## src/mvm_pkg.sv

```systemverilog
// ----------------------------------------------------------------------------
// mvm_pkg
// Shared types, constants and helpers of the matrix-vector multiplier.
// ----------------------------------------------------------------------------
package mvm_pkg;

	localparam int IDX_W       = 6;
	localparam int VAL_W       = 16;
	localparam int PROD_W      = 2 * VAL_W;
	localparam int SUM_W       = 38;
	localparam int SIZE_W      = 7;
	localparam int STORE_DEPTH = 64;
	localparam int MAX_COLS    = 64;
	localparam int MAX_ROWS    = 64;
	localparam int QUEUE_DEPTH = 4;

	localparam int COL_LIMIT = (MAX_COLS < STORE_DEPTH) ? MAX_COLS : STORE_DEPTH;
	localparam int ROW_LIMIT = (MAX_ROWS < STORE_DEPTH) ? MAX_ROWS : STORE_DEPTH;

	// Input beat kinds carried on tuser.
	localparam logic CMD_LOAD   = 1'b0;
	localparam logic CMD_MATRIX = 1'b1;

	// Configuration register indexes.
	localparam logic REG_COLS = 1'b0;
	localparam logic REG_ROWS = 1'b1;

	typedef struct packed {
		logic [SIZE_W-1:0] ncols;
		logic [SIZE_W-1:0] nrows;
	} sizes_t;

	// One matrix element on its way to the multiply-accumulate.
	typedef struct packed {
		logic signed [VAL_W-1:0] mat;
		logic signed [VAL_W-1:0] vec;
		logic                    end_row;
		logic [IDX_W-1:0]        row;
		logic                    last;
	} work_t;

	// A size of zero acts as one; anything above the limit saturates.
	function automatic logic [SIZE_W-1:0] eff_size(input logic [SIZE_W-1:0] r,
			input logic [SIZE_W-1:0] lim);
		logic [SIZE_W-1:0] n;
		n = (r == '0) ? SIZE_W'(1) : r;
		if (n > lim) begin
			n = lim;
		end
		return n;
	endfunction

endpackage

```

## src/matrix_vector_multiply.sv

```systemverilog
// ----------------------------------------------------------------------------
// matrix_vector_multiply
// Streams a vector into a store, then multiplies row-major matrix beats with
// it and emits one Q22.16 dot product per row.
//
//   channel  dir  signals                                  content
//   s_       in   s_tvalid s_tready s_tdata s_tuser        vector load / matrix
//   m_       out  m_tvalid m_tready m_tdata m_tlast        row sum per row
//   cfg_     in   cfg_we cfg_index cfg_wdata               column and row count
//
// One input beat is taken every cycle while the output side keeps up; a row
// sum goes from the beat that ends its row through the store read, the queue,
// the multiply and then the accumulate into the output register.
// Reset clears counters, accumulator and handshake state; the vector store
// holds no reset value and must be loaded before use.
// A stalled output stops the back end; the four-entry queue then fills
// before the input side stalls.
// ----------------------------------------------------------------------------
module matrix_vector_multiply #(
	parameter int MAX_COLS = mvm_pkg::MAX_COLS,
	parameter int MAX_ROWS = mvm_pkg::MAX_ROWS
) (
	input  logic                        clk,
	input  logic                        arst_n,
	input  logic                        s_tvalid,
	output logic                        s_tready,
	input  logic [23:0]                 s_tdata,   // index[5:0], value[21:6], zero pad
	input  logic                        s_tuser,   // command
	output logic                        m_tvalid,
	input  logic                        m_tready,
	output logic [47:0]                 m_tdata,   // row_sum[37:0], row_number[43:38], pad
	output logic                        m_tlast,   // last_row
	input  logic                        cfg_we,
	input  logic                        cfg_index,
	input  logic [mvm_pkg::SIZE_W-1:0]  cfg_wdata
);

	localparam logic [mvm_pkg::SIZE_W-1:0] COL_LIM = mvm_pkg::SIZE_W'(
		(MAX_COLS < mvm_pkg::STORE_DEPTH) ? MAX_COLS : mvm_pkg::STORE_DEPTH);
	localparam logic [mvm_pkg::SIZE_W-1:0] ROW_LIM = mvm_pkg::SIZE_W'(
		(MAX_ROWS < mvm_pkg::STORE_DEPTH) ? MAX_ROWS : mvm_pkg::STORE_DEPTH);

	mvm_pkg::sizes_t sizes_q;

	logic                              work_valid;
	logic                              work_ready;
	mvm_pkg::work_t                    work;
	logic                              q_valid;
	logic                              q_ready;
	mvm_pkg::work_t                    q_data;
	logic signed [mvm_pkg::SUM_W-1:0]  out_sum;
	logic [mvm_pkg::IDX_W-1:0]         out_row;

	// Sizes are stored already clamped to their usable range.
	always_ff @(posedge clk or negedge arst_n) begin
		if (!arst_n) begin
			sizes_q.ncols <= mvm_pkg::eff_size(mvm_pkg::SIZE_W'(64), COL_LIM);
			sizes_q.nrows <= mvm_pkg::eff_size(mvm_pkg::SIZE_W'(64), ROW_LIM);
		end else if (cfg_we) begin
			unique case (cfg_index)
				mvm_pkg::REG_COLS: sizes_q.ncols <= mvm_pkg::eff_size(cfg_wdata, COL_LIM);
				mvm_pkg::REG_ROWS: sizes_q.nrows <= mvm_pkg::eff_size(cfg_wdata, ROW_LIM);
				default: ;
			endcase
		end
	end

	mvm_front u_front (
		.clk        (clk),
		.arst_n     (arst_n),
		.sizes      (sizes_q),
		.in_valid   (s_tvalid),
		.in_ready   (s_tready),
		.in_cmd     (s_tuser),
		.in_index   (s_tdata[5:0]),
		.in_value   (s_tdata[21:6]),
		.work_valid (work_valid),
		.work_ready (work_ready),
		.work       (work)
	);

	mvm_queue u_queue (
		.clk        (clk),
		.arst_n     (arst_n),
		.push_valid (work_valid),
		.push_ready (work_ready),
		.push_data  (work),
		.pop_valid  (q_valid),
		.pop_ready  (q_ready),
		.pop_data   (q_data)
	);

	mvm_back u_back (
		.clk        (clk),
		.arst_n     (arst_n),
		.work_valid (q_valid),
		.work_ready (q_ready),
		.work       (q_data),
		.out_valid  (m_tvalid),
		.out_ready  (m_tready),
		.out_sum    (out_sum),
		.out_row    (out_row),
		.out_last   (m_tlast)
	);

	assign m_tdata = {4'b0000, out_row, out_sum};

endmodule

```

## src/mvm_front.sv

```systemverilog
// ----------------------------------------------------------------------------
// mvm_front
// Accepts input beats, writes vector loads into the vector store and turns
// matrix beats into work entries with their vector operand and row position.
// ----------------------------------------------------------------------------
module mvm_front (
	input  logic                                 clk,
	input  logic                                 arst_n,
	input  mvm_pkg::sizes_t                      sizes,
	input  logic                                 in_valid,
	output logic                                 in_ready,
	input  logic                                 in_cmd,
	input  logic [mvm_pkg::IDX_W-1:0]            in_index,
	input  logic signed [mvm_pkg::VAL_W-1:0]     in_value,
	output logic                                 work_valid,
	input  logic                                 work_ready,
	output mvm_pkg::work_t                       work
);

	logic [mvm_pkg::VAL_W-1:0] vstore [mvm_pkg::STORE_DEPTH];

	logic [mvm_pkg::IDX_W-1:0] col_q;
	logic [mvm_pkg::IDX_W-1:0] row_q;

	logic                             valid_s1;
	logic signed [mvm_pkg::VAL_W-1:0] mat_s1;
	logic signed [mvm_pkg::VAL_W-1:0] vec_s1;
	logic                             end_row_s1;
	logic [mvm_pkg::IDX_W-1:0]        row_s1;
	logic                             last_s1;

	logic advance;
	logic fire;
	logic is_matrix;
	logic end_row;
	logic last;

	assign advance   = !valid_s1 || work_ready;
	assign in_ready  = advance;
	assign fire      = in_valid && advance;
	assign is_matrix = (in_cmd == mvm_pkg::CMD_MATRIX);

	assign end_row = ({1'b0, col_q} + mvm_pkg::SIZE_W'(1)) >= sizes.ncols;
	assign last    = ({1'b0, row_q} + mvm_pkg::SIZE_W'(1)) >= sizes.nrows;

	always_ff @(posedge clk or negedge arst_n) begin
		if (!arst_n) begin
			col_q    <= '0;
			row_q    <= '0;
			valid_s1 <= 1'b0;
		end else begin
			if (advance) begin
				valid_s1 <= fire && is_matrix;
			end
			if (fire && is_matrix) begin
				if (end_row) begin
					col_q <= '0;
					row_q <= last ? '0 : row_q + mvm_pkg::IDX_W'(1);
				end else begin
					col_q <= col_q + mvm_pkg::IDX_W'(1);
				end
			end
		end
	end

	// A load written at one edge is seen by a matrix read at the next edge,
	// so beat order is kept without any bypass.
	always_ff @(posedge clk) begin
		if (fire && !is_matrix) begin
			vstore[in_index] <= in_value;
		end
		if (fire && is_matrix) begin
			vec_s1     <= vstore[col_q];
			mat_s1     <= in_value;
			end_row_s1 <= end_row;
			row_s1     <= row_q;
			last_s1    <= last;
		end
	end

	assign work_valid   = valid_s1;
	assign work.mat     = mat_s1;
	assign work.vec     = vec_s1;
	assign work.end_row = end_row_s1;
	assign work.row     = row_s1;
	assign work.last    = last_s1;

endmodule

```

## src/mvm_queue.sv

```systemverilog
// ----------------------------------------------------------------------------
// mvm_queue
// Short first-in first-out buffer of work entries between front and back.
// ----------------------------------------------------------------------------
module mvm_queue (
	input  logic            clk,
	input  logic            arst_n,
	input  logic            push_valid,
	output logic            push_ready,
	input  mvm_pkg::work_t  push_data,
	output logic            pop_valid,
	input  logic            pop_ready,
	output mvm_pkg::work_t  pop_data
);

	localparam int PTR_W = $clog2(mvm_pkg::QUEUE_DEPTH);
	localparam int CNT_W = $clog2(mvm_pkg::QUEUE_DEPTH + 1);

	mvm_pkg::work_t entries_q [mvm_pkg::QUEUE_DEPTH];

	logic [PTR_W-1:0] wr_ptr_q;
	logic [PTR_W-1:0] rd_ptr_q;
	logic [CNT_W-1:0] count_q;

	logic push;
	logic pop;

	assign push_ready = (count_q != CNT_W'(mvm_pkg::QUEUE_DEPTH));
	assign pop_valid  = (count_q != '0);
	assign push       = push_valid && push_ready;
	assign pop        = pop_valid && pop_ready;
	assign pop_data   = entries_q[rd_ptr_q];

	always_ff @(posedge clk or negedge arst_n) begin
		if (!arst_n) begin
			wr_ptr_q <= '0;
			rd_ptr_q <= '0;
			count_q  <= '0;
		end else begin
			if (push) begin
				wr_ptr_q <= wr_ptr_q + PTR_W'(1);
			end
			if (pop) begin
				rd_ptr_q <= rd_ptr_q + PTR_W'(1);
			end
			if (push && !pop) begin
				count_q <= count_q + CNT_W'(1);
			end else if (pop && !push) begin
				count_q <= count_q - CNT_W'(1);
			end
		end
	end

	always_ff @(posedge clk) begin
		if (push) begin
			entries_q[wr_ptr_q] <= push_data;
		end
	end

endmodule

```

## src/mvm_back.sv

```systemverilog
// ----------------------------------------------------------------------------
// mvm_back
// Multiplies each work entry, accumulates the row and holds the finished
// row sum in the output register.
// ----------------------------------------------------------------------------
module mvm_back (
	input  logic                              clk,
	input  logic                              arst_n,
	input  logic                              work_valid,
	output logic                              work_ready,
	input  mvm_pkg::work_t                    work,
	output logic                              out_valid,
	input  logic                              out_ready,
	output logic signed [mvm_pkg::SUM_W-1:0]  out_sum,
	output logic [mvm_pkg::IDX_W-1:0]         out_row,
	output logic                              out_last
);

	logic                              valid_s2;
	logic signed [mvm_pkg::PROD_W-1:0] prod_s2;
	logic                              end_row_s2;
	logic [mvm_pkg::IDX_W-1:0]         row_s2;
	logic                              last_s2;

	logic signed [mvm_pkg::SUM_W-1:0]  acc_q;
	logic                              out_valid_q;
	logic signed [mvm_pkg::SUM_W-1:0]  out_sum_q;
	logic [mvm_pkg::IDX_W-1:0]         out_row_q;
	logic                              out_last_q;

	logic                              en;
	logic signed [mvm_pkg::SUM_W-1:0]  sum;

	// The whole back end moves only while the output register can take a beat.
	assign en         = !out_valid_q || out_ready;
	assign work_ready = en;
	assign sum        = acc_q + mvm_pkg::SUM_W'(prod_s2);

	always_ff @(posedge clk or negedge arst_n) begin
		if (!arst_n) begin
			valid_s2    <= 1'b0;
			acc_q       <= '0;
			out_valid_q <= 1'b0;
		end else if (en) begin
			valid_s2    <= work_valid;
			out_valid_q <= valid_s2 && end_row_s2;
			if (valid_s2) begin
				acc_q <= end_row_s2 ? '0 : sum;
			end
		end
	end

	always_ff @(posedge clk) begin
		if (en && work_valid) begin
			prod_s2    <= work.mat * work.vec;
			end_row_s2 <= work.end_row;
			row_s2     <= work.row;
			last_s2    <= work.last;
		end
		if (en && valid_s2 && end_row_s2) begin
			out_sum_q  <= sum;
			out_row_q  <= row_s2;
			out_last_q <= last_s2;
		end
	end

	assign out_valid = out_valid_q;
	assign out_sum   = out_sum_q;
	assign out_row   = out_row_q;
	assign out_last  = out_last_q;

endmodule
```

## config.mk

```make
export PLATFORM = sky130hd
export DESIGN_NAME = matrix_vector_multiply
export DESIGN_NICKNAME = d
export VERILOG_FILES = /design/src/mvm_pkg.sv /design/src/matrix_vector_multiply.sv /design/src/mvm_front.sv /design/src/mvm_queue.sv /design/src/mvm_back.sv
export SDC_FILE = /design/constraint.sdc
export NUM_CORES = 2
export LEC_CHECK = 0
export ABC_AREA = 0
export ABC_CLOCK_PERIOD_IN_PS = 15600
export BUFFER_PORTS_ARGS = -buffer_cell sky130_fd_sc_hd__buf_4
export CORE_UTILIZATION = 65
export DETAILED_ROUTE_END_ITERATION = 7
export GPL_ROUTABILITY_DRIVEN = 0
export PLACE_DENSITY_LB_ADDON = 0.08
export SYNTH_ARGS = -nofsm -noshare
export SYNTH_HDL_FRONTEND = slang
export SYNTH_HIERARCHICAL = 1
export SYNTH_SLANG_ARGS = --single-unit
```

## constraint.sdc

```tcl
create_clock -name clk -period 15.6 [get_ports clk]
set_clock_uncertainty 0.1 [all_clocks]
set_input_delay 1.56 -clock clk [delete_from_list [all_inputs] [get_ports clk]]
set_output_delay 1.56 -clock clk [all_outputs]
set_load 0.1 [all_outputs]
```

# Yosys cells after proc, flatten, opt, wreduce, memory -nomap -nowiden
# Memories as Yosys holds them, arrays and structs flattened. A register that Yosys moved wholly into a read port is not among the register bits.
# Index checks and enable logic that the tools add are counted.
# Widths: inputs -> output; s select.
totals:
  mem_count: 2
  ram_bits: 1184
  wordCells: 74
  output_inout_bits: 51
  input_bits: 38
  ff_bits: 183
classes:
  reduce_logical: 24
  magnitude_cmp: 3
  bitwise: 1
  eq_ne: 1
  addsub: 9
  mux: 11
  multipliers: 1
mem_list:
  columns: ["memory", "depth", "word_bits", "rd", "rd_clocked_by_memory_dff", "wr", "line", "source"]
  rows:
  - ["u_front.vstore", 64, 16, 1, 1, 1, "mvm_front.sv:20", "logic [mvm_pkg::VAL_W-1:0] vstore [mvm_pkg::STORE_DEPTH];"]
  - ["u_queue.entries_q", 4, 40, 1, 0, 1, "mvm_queue.sv:19", "mvm_pkg::work_t entries_q [mvm_pkg::QUEUE_DEPTH];"]
op_table:
  columns: ["cell", "count"]
  rows:
  - ["$add 38x32->38", 1]
  - ["$mux 38", 1]
  - ["$mul 16x16->32", 1]
  - ["$add 6x1->7 const B", 2]
  - ["$ge 7x7->1", 2]
  - ["$mux 7", 2]
  - ["$add 6x1->6 const B", 2]
  - ["$mux 6", 2]
  - ["$logic_and 1x1->1", 10]
  - ["$reduce_and 2->1", 4]
  - ["$gt 7x7->1 const B", 1]
  - ["$logic_not 7->1", 1]
  - ["$mux 3", 2]
  - ["$logic_not 1->1", 5]
  - ["$add 2x1->2 const B", 2]
  - ["$mux 1", 4]
  - ["$add 3x1->3 const B", 1]
  - ["$ne 3x3->1 const B", 1]
  - ["$reduce_bool 3->1", 1]
  - ["$sub 3x1->3 const B", 1]
  - ["$logic_or 1x1->1", 2]
  - ["$reduce_bool 2->1", 1]
  - ["$not 1->1", 1]

# Longest topological paths before layout
logic_depth:
  ltp_word: 6
  depth_mapped: 27
  mapped_depth_nobuf: 24

# By module
# The synthesis kept the hierarchy.
by_module_without_submodules:
  columns: ["mod", "cells_each", "instances", "area_each_um2"]
  rows:
  - ["mvm_front", 1855, 1, 41406.0]
  - ["mvm_back", 1536, 1, 15766.4]
  - ["mvm_queue", 245, 1, 6234.7]
  - ["matrix_vector_multiply", 57, 1, 620.6]

# Least setup slack after synthesis
# OpenSTA, ideal clock, no wires.
synth_path:
  path_kind: "register to register"
  startpoint: "register u_queue.rd_ptr_q[0]"
  endpoint: "register u_back/prod_s2[30] (netlist name) (data pin)"
  slack_ns: 8.521
  t_arrival_ns: 6.722
  setup_ns: 0.258
  n_path_buf: 3
  synth_period_minus_slack_ns: 7.079
  stages_incl_launch_ff: 26
  required_ns: 15.242
  cell_sequence: "dfrtp_1 > buf_6 > buf_12 > mux4_2 > clkbuf_1 > and2_1 > fa_1 > inv_1 > fa_1 > fa_1 > inv_1 > fa_1 > fa_1 > inv_1 > fa_1 > inv_1 > ha_1 > a21oi_1 > o211ai_1 > a221oi_2 > o21ai_2 > a2111oi_4 > o211ai_1 > a31o_1 > a21oi_2 > xnor2_1"
synth_lines:
  columns: ["item", "line", "source"]
  rows:
  - ["from (decl)", "mvm_queue.sv:22", "logic [PTR_W-1:0] rd_ptr_q;"]
  - ["from (signal assigned)", "mvm_queue.sv:44", "rd_ptr_q <= rd_ptr_q + PTR_W'(1);"]
  - ["to (signal assigned)", "mvm_back.sv:55", "prod_s2 <= work.mat * work.vec;"]
  - ["to (decl)", "mvm_back.sv:20", "logic signed [mvm_pkg::PROD_W-1:0] prod_s2;"]

==> metrics.log <==
INFO  metric postRouteAntennaNets = 0
INFO  metric core_area = 97,140 um^2
INFO  metric mostFrequentLayoutCell = sky130_fd_sc_hd__edfxtp_1
INFO  metric via_per_inst = 6.452
INFO  metric max_slew.worst_pin.slew = 1.155 ns
INFO  metric synthesis.area_per_instance = 17.34 um^2
INFO  metric yosysWarnings = 6
INFO  metric detail_route.wl_per_cell = 27.25 um
INFO  metric fmax = 0.1187 GHz
INFO  metric total_of_cells_resized_after_clock_tree_synthesis = 0
INFO  metric number_of_global_route_vias_before_repair = 35,776
INFO  metric die_h = 315.9 um
INFO  metric grt_pass1_wl = 215.2 mm
INFO  metric min_path_type = reg2reg
INFO  metric timing.final.setup_violations = 0
INFO  metric critical_path_buf_inv_count = 5
INFO  metric critPathArrivalTime = 8.79 ns
INFO  metric tritoncts = built
INFO  metric cts_inserted_buffers = 138
INFO  metric post_cts_hold_buffer_count = 0
INFO  metric cpPeakStageDelay = 0.86 ns
INFO  metric grt_setup_unrepaired = no
INFO  metric drive_gt1_frac = 0.1873
INFO  metric floorplan.die_area = 99,760 um^2
INFO  metric critical_path_class = reg2reg
INFO  metric clock_path_buffers = 3
INFO  metric postSynthRegisterBits = 1,383
INFO  metric antenna_found_initial = 5
INFO  metric grt.overflow.total = 0
INFO  metric layout.filler_cells = 5,733
INFO  metric synth_async_sr_flop_share = 0.05351
INFO  metric netlist-cell-type-count = 93
INFO  metric syn_to_final_growth = 10.28%
INFO  metric critPathLaunch = u_queue/rd_ptr_q[0]$_DFFE_PN0P_
INFO  metric finalSetupTns = 0 ns
INFO  metric post_synthesis_share_of_cell_area_spent_on_xor_and_xnor_gates = 0.01174
INFO  metric synth_top_family_by_area = adder cells
INFO  metric grt_start_max_net_pins = 82
INFO  metric timing.critical_path.mode_cell = sky130_fd_sc_hd__fa_1
INFO  metric synth_enable_flop_cells = 1,309
INFO  metric syn-cell-area = 64,030 um^2
INFO  metric track_usage = 0.2957
INFO  metric hold_path_origin = u_back/last_s2$_DFFE_PP_
INFO  metric worst-path-max-fanout = 42
INFO  metric finish.net_count = 4,281
INFO  metric dr_total_vias = 33,740
INFO  metric drt_first_pass_iters = 5
INFO  metric hpwlAfterDp = 86.11 mm
INFO  metric top_level_ports = 89
INFO  metric post-route-drc-count = 0
INFO  metric floorplan.initialDensity = 0.6592
INFO  metric start_kind = flip-flop
INFO  metric synth_simple_gate_area_frac = 0.04637
INFO  metric timing.max_cap.violations = 0
INFO  metric synthFlopType = sky130_fd_sc_hd__edfxtp_1
INFO  metric cts_root_buffer = sky130_fd_sc_hd__clkbuf_16
INFO  metric finalWirelength = 142.5 mm
INFO  metric clkSlewWorstSetupHoldPaths = 0.06 ns
INFO  metric detail_route.iter0.violations = 3,106
INFO  metric count_of_mapped_cells_out_of_synthesis = 3,693
INFO  metric critical-path-slowest-cell = sky130_fd_sc_hd__mux4_2
INFO  metric finalHoldViolations = 0
INFO  metric synth_mux_area_frac = 0.1097
INFO  metric cell_class_contributing_the_biggest_share_of_worst_path_delay = adder cells
INFO  metric htree_levels = 4
INFO  metric rows = 114
INFO  metric clock_insertion_delay_worst_skew = 0.74 ns
INFO  metric timing.critical_path.required = 15.97 ns
INFO  metric period_needed = 8.424 ns
INFO  metric fraction_of_the_mapped_netlist_area_in_compound_gates = 0.04555
INFO  metric run_status = complete, no violations
INFO  metric critPathCaptureType = flip-flop
INFO  metric drv_slew = 0
INFO  metric io_buffers = 82
INFO  metric cts.sinks = 1,383
INFO  metric final.period_utilization = 0.5400
INFO  metric layout.cells.most_common_list = sky130_fd_sc_hd__edfxtp_1, sky130_fd_sc_hd__inv_1, sky130_fd_sc_hd__mux4_2
INFO  metric chipWidth = 315.9 um
INFO  metric synth-adder-area-share = 0.1099
INFO  metric post_cts.repair.setup_buffers = 0
INFO  metric timing.critical_path.cells = buf_4 -> mux4_2 -> and2_1 -> fa_1 -> inv_1 -> fa_1 -> inv_1 -> fa_1 -> fa_1 -> fa_1 -> inv_1 -> fa_1 -> inv_1 -> ha_1 -> a21oi_1 -> o211ai_1 -> a221oi_2 -> o21ai_2 -> a2111oi_4 -> o211ai_1 -> a31o_1 -> a21oi_2 -> xnor2_1
INFO  metric rr_startpoint = u_queue/rd_ptr_q[0]$_DFFE_PN0P_
INFO  metric slew_headroom = 0.2250
INFO  metric synth.yosys.seq_area_share = 0.6429
sequential cells by signal, summed over array words and instances (netlist names), 2 cells and up:
name,cells
sizes_q,14
u_back/acc_q,38
u_back/out_row,6
u_back/out_sum,38
u_back/prod_s2,32
u_back/row_s2,6
u_front/col_q,6
u_front/mat_s1,16
u_front/row_q,6
u_front/row_s1,6
u_front/vec_s1,16
u_front/vstore,1024
u_queue/count_q,3
u_queue/entries_q,160
u_queue/rd_ptr_q,2
u_queue/wr_ptr_q,2
cell type report:
type	count	area, um^2	share of cell area
inverter	324	1216	0.01722
antenna	3	7.507	0.0001063
multi-input combinational	1833	20760	0.2941
timing repair buffer	159	1206	0.01708
clock inverter	85	983.4	0.01393
tap	1276	1597	0.02261
sequential	1383	41170	0.5831
clock buffer	166	3665	0.05190
per-stage QoR:
step | setup WS [ns] | std cells | cell area (um^2) | hold WS (ns) | utilization
2_1_floorplan | 8.521 | 3696 | 64040 | 0.3003 | -
3_3_place_gp | 7.242 | 4975 | 65960 | 0.3048 | 0.6790
3_5_place_dp | 7.206 | 4975 | 65960 | 0.3062 | 0.6790
4_1_cts | 7.187 | 5226 | 70610 | 0.3201 | 0.7269
5_1_grt | 6.830 | 5226 | 70610 | 0.3299 | 0.7269
6_report | 7.176 | 5229 | 70610 | 0.3181 | 0.7270
cells in the mapped netlist, drive strengths merged (43+ instances only):
cell type | count | area share
xnor2 | 55 | 0.0075
buf | 81 | 0.010
fa | 264 | 0.083
clkbuf | 74 | 0.0045
a22oi | 43 | 0.0051
nand2 | 205 | 0.012
ha | 140 | 0.027
mux4 | 298 | 0.10
edfxtp | 1309 | 0.61
nor2 | 135 | 0.0080
dfrtp | 72 | 0.028
a21oi | 88 | 0.0069
a22o | 46 | 0.0063
o21ai | 59 | 0.0048
and2 | 135 | 0.013
inv | 323 | 0.019
layer usage:
metal  track usage  part of all wire  vias up
met5             0           0.00021        -
met4        0.1206             0.040        4
met3       0.05064             0.071      328
met2        0.5126              0.52     1494
met1        0.3733              0.37    17666
li1              -                 -    14248
worst reg2reg max path, delay by kind of cell, from the launching register on:
family                     cells  cell delay, ns
xor gates and xnor gates       1            0.08
AOI/OAI and AO/OA              8            2.11
DFF                            1            0.34
and+or+nand+nor                1            0.30
adders and majority gates      7            3.47
buffers and inverters          5            0.85
muxes                          1            0.93
worst paths after layout:
kind / end / slack (ns) / depth (start not counted)
setup / recovery: u_back/prod_s2[30]$_DFFE_PP_ / 7.18 / 23
hold / removal: u_back/out_last$_DFFE_PP_ / 0.32 / 0
setup reg to reg: u_back/prod_s2[30]$_DFFE_PP_ / 7.18 / 23
hold reg to reg: u_back/out_last$_DFFE_PP_ / 0.32 / 0
max in group asynchronous: u_front/col_q[0]$_DFFE_PN0P_ / 13.78 / 1
min in group asynchronous: u_front/col_q[5]$_DFFE_PN0P_ / 0.90 / 1
cells by family (layout without fill, tap and decap cells):
group                      after synthesis  count (layout)
AOI/OAI and AO/OA                      404             404
xor gates and xnor gates                85              85
adders and majority gates              404             404
buffers and inverters                  480             734
DFF                                   1383            1383
muxes                                  326             326
other                                    1               7
and+or+nand+nor                        610             610
Power is left out: the tool's default activity adds up to more than one toggle a clock period on the data nets, which glitch-free logic cannot reach.
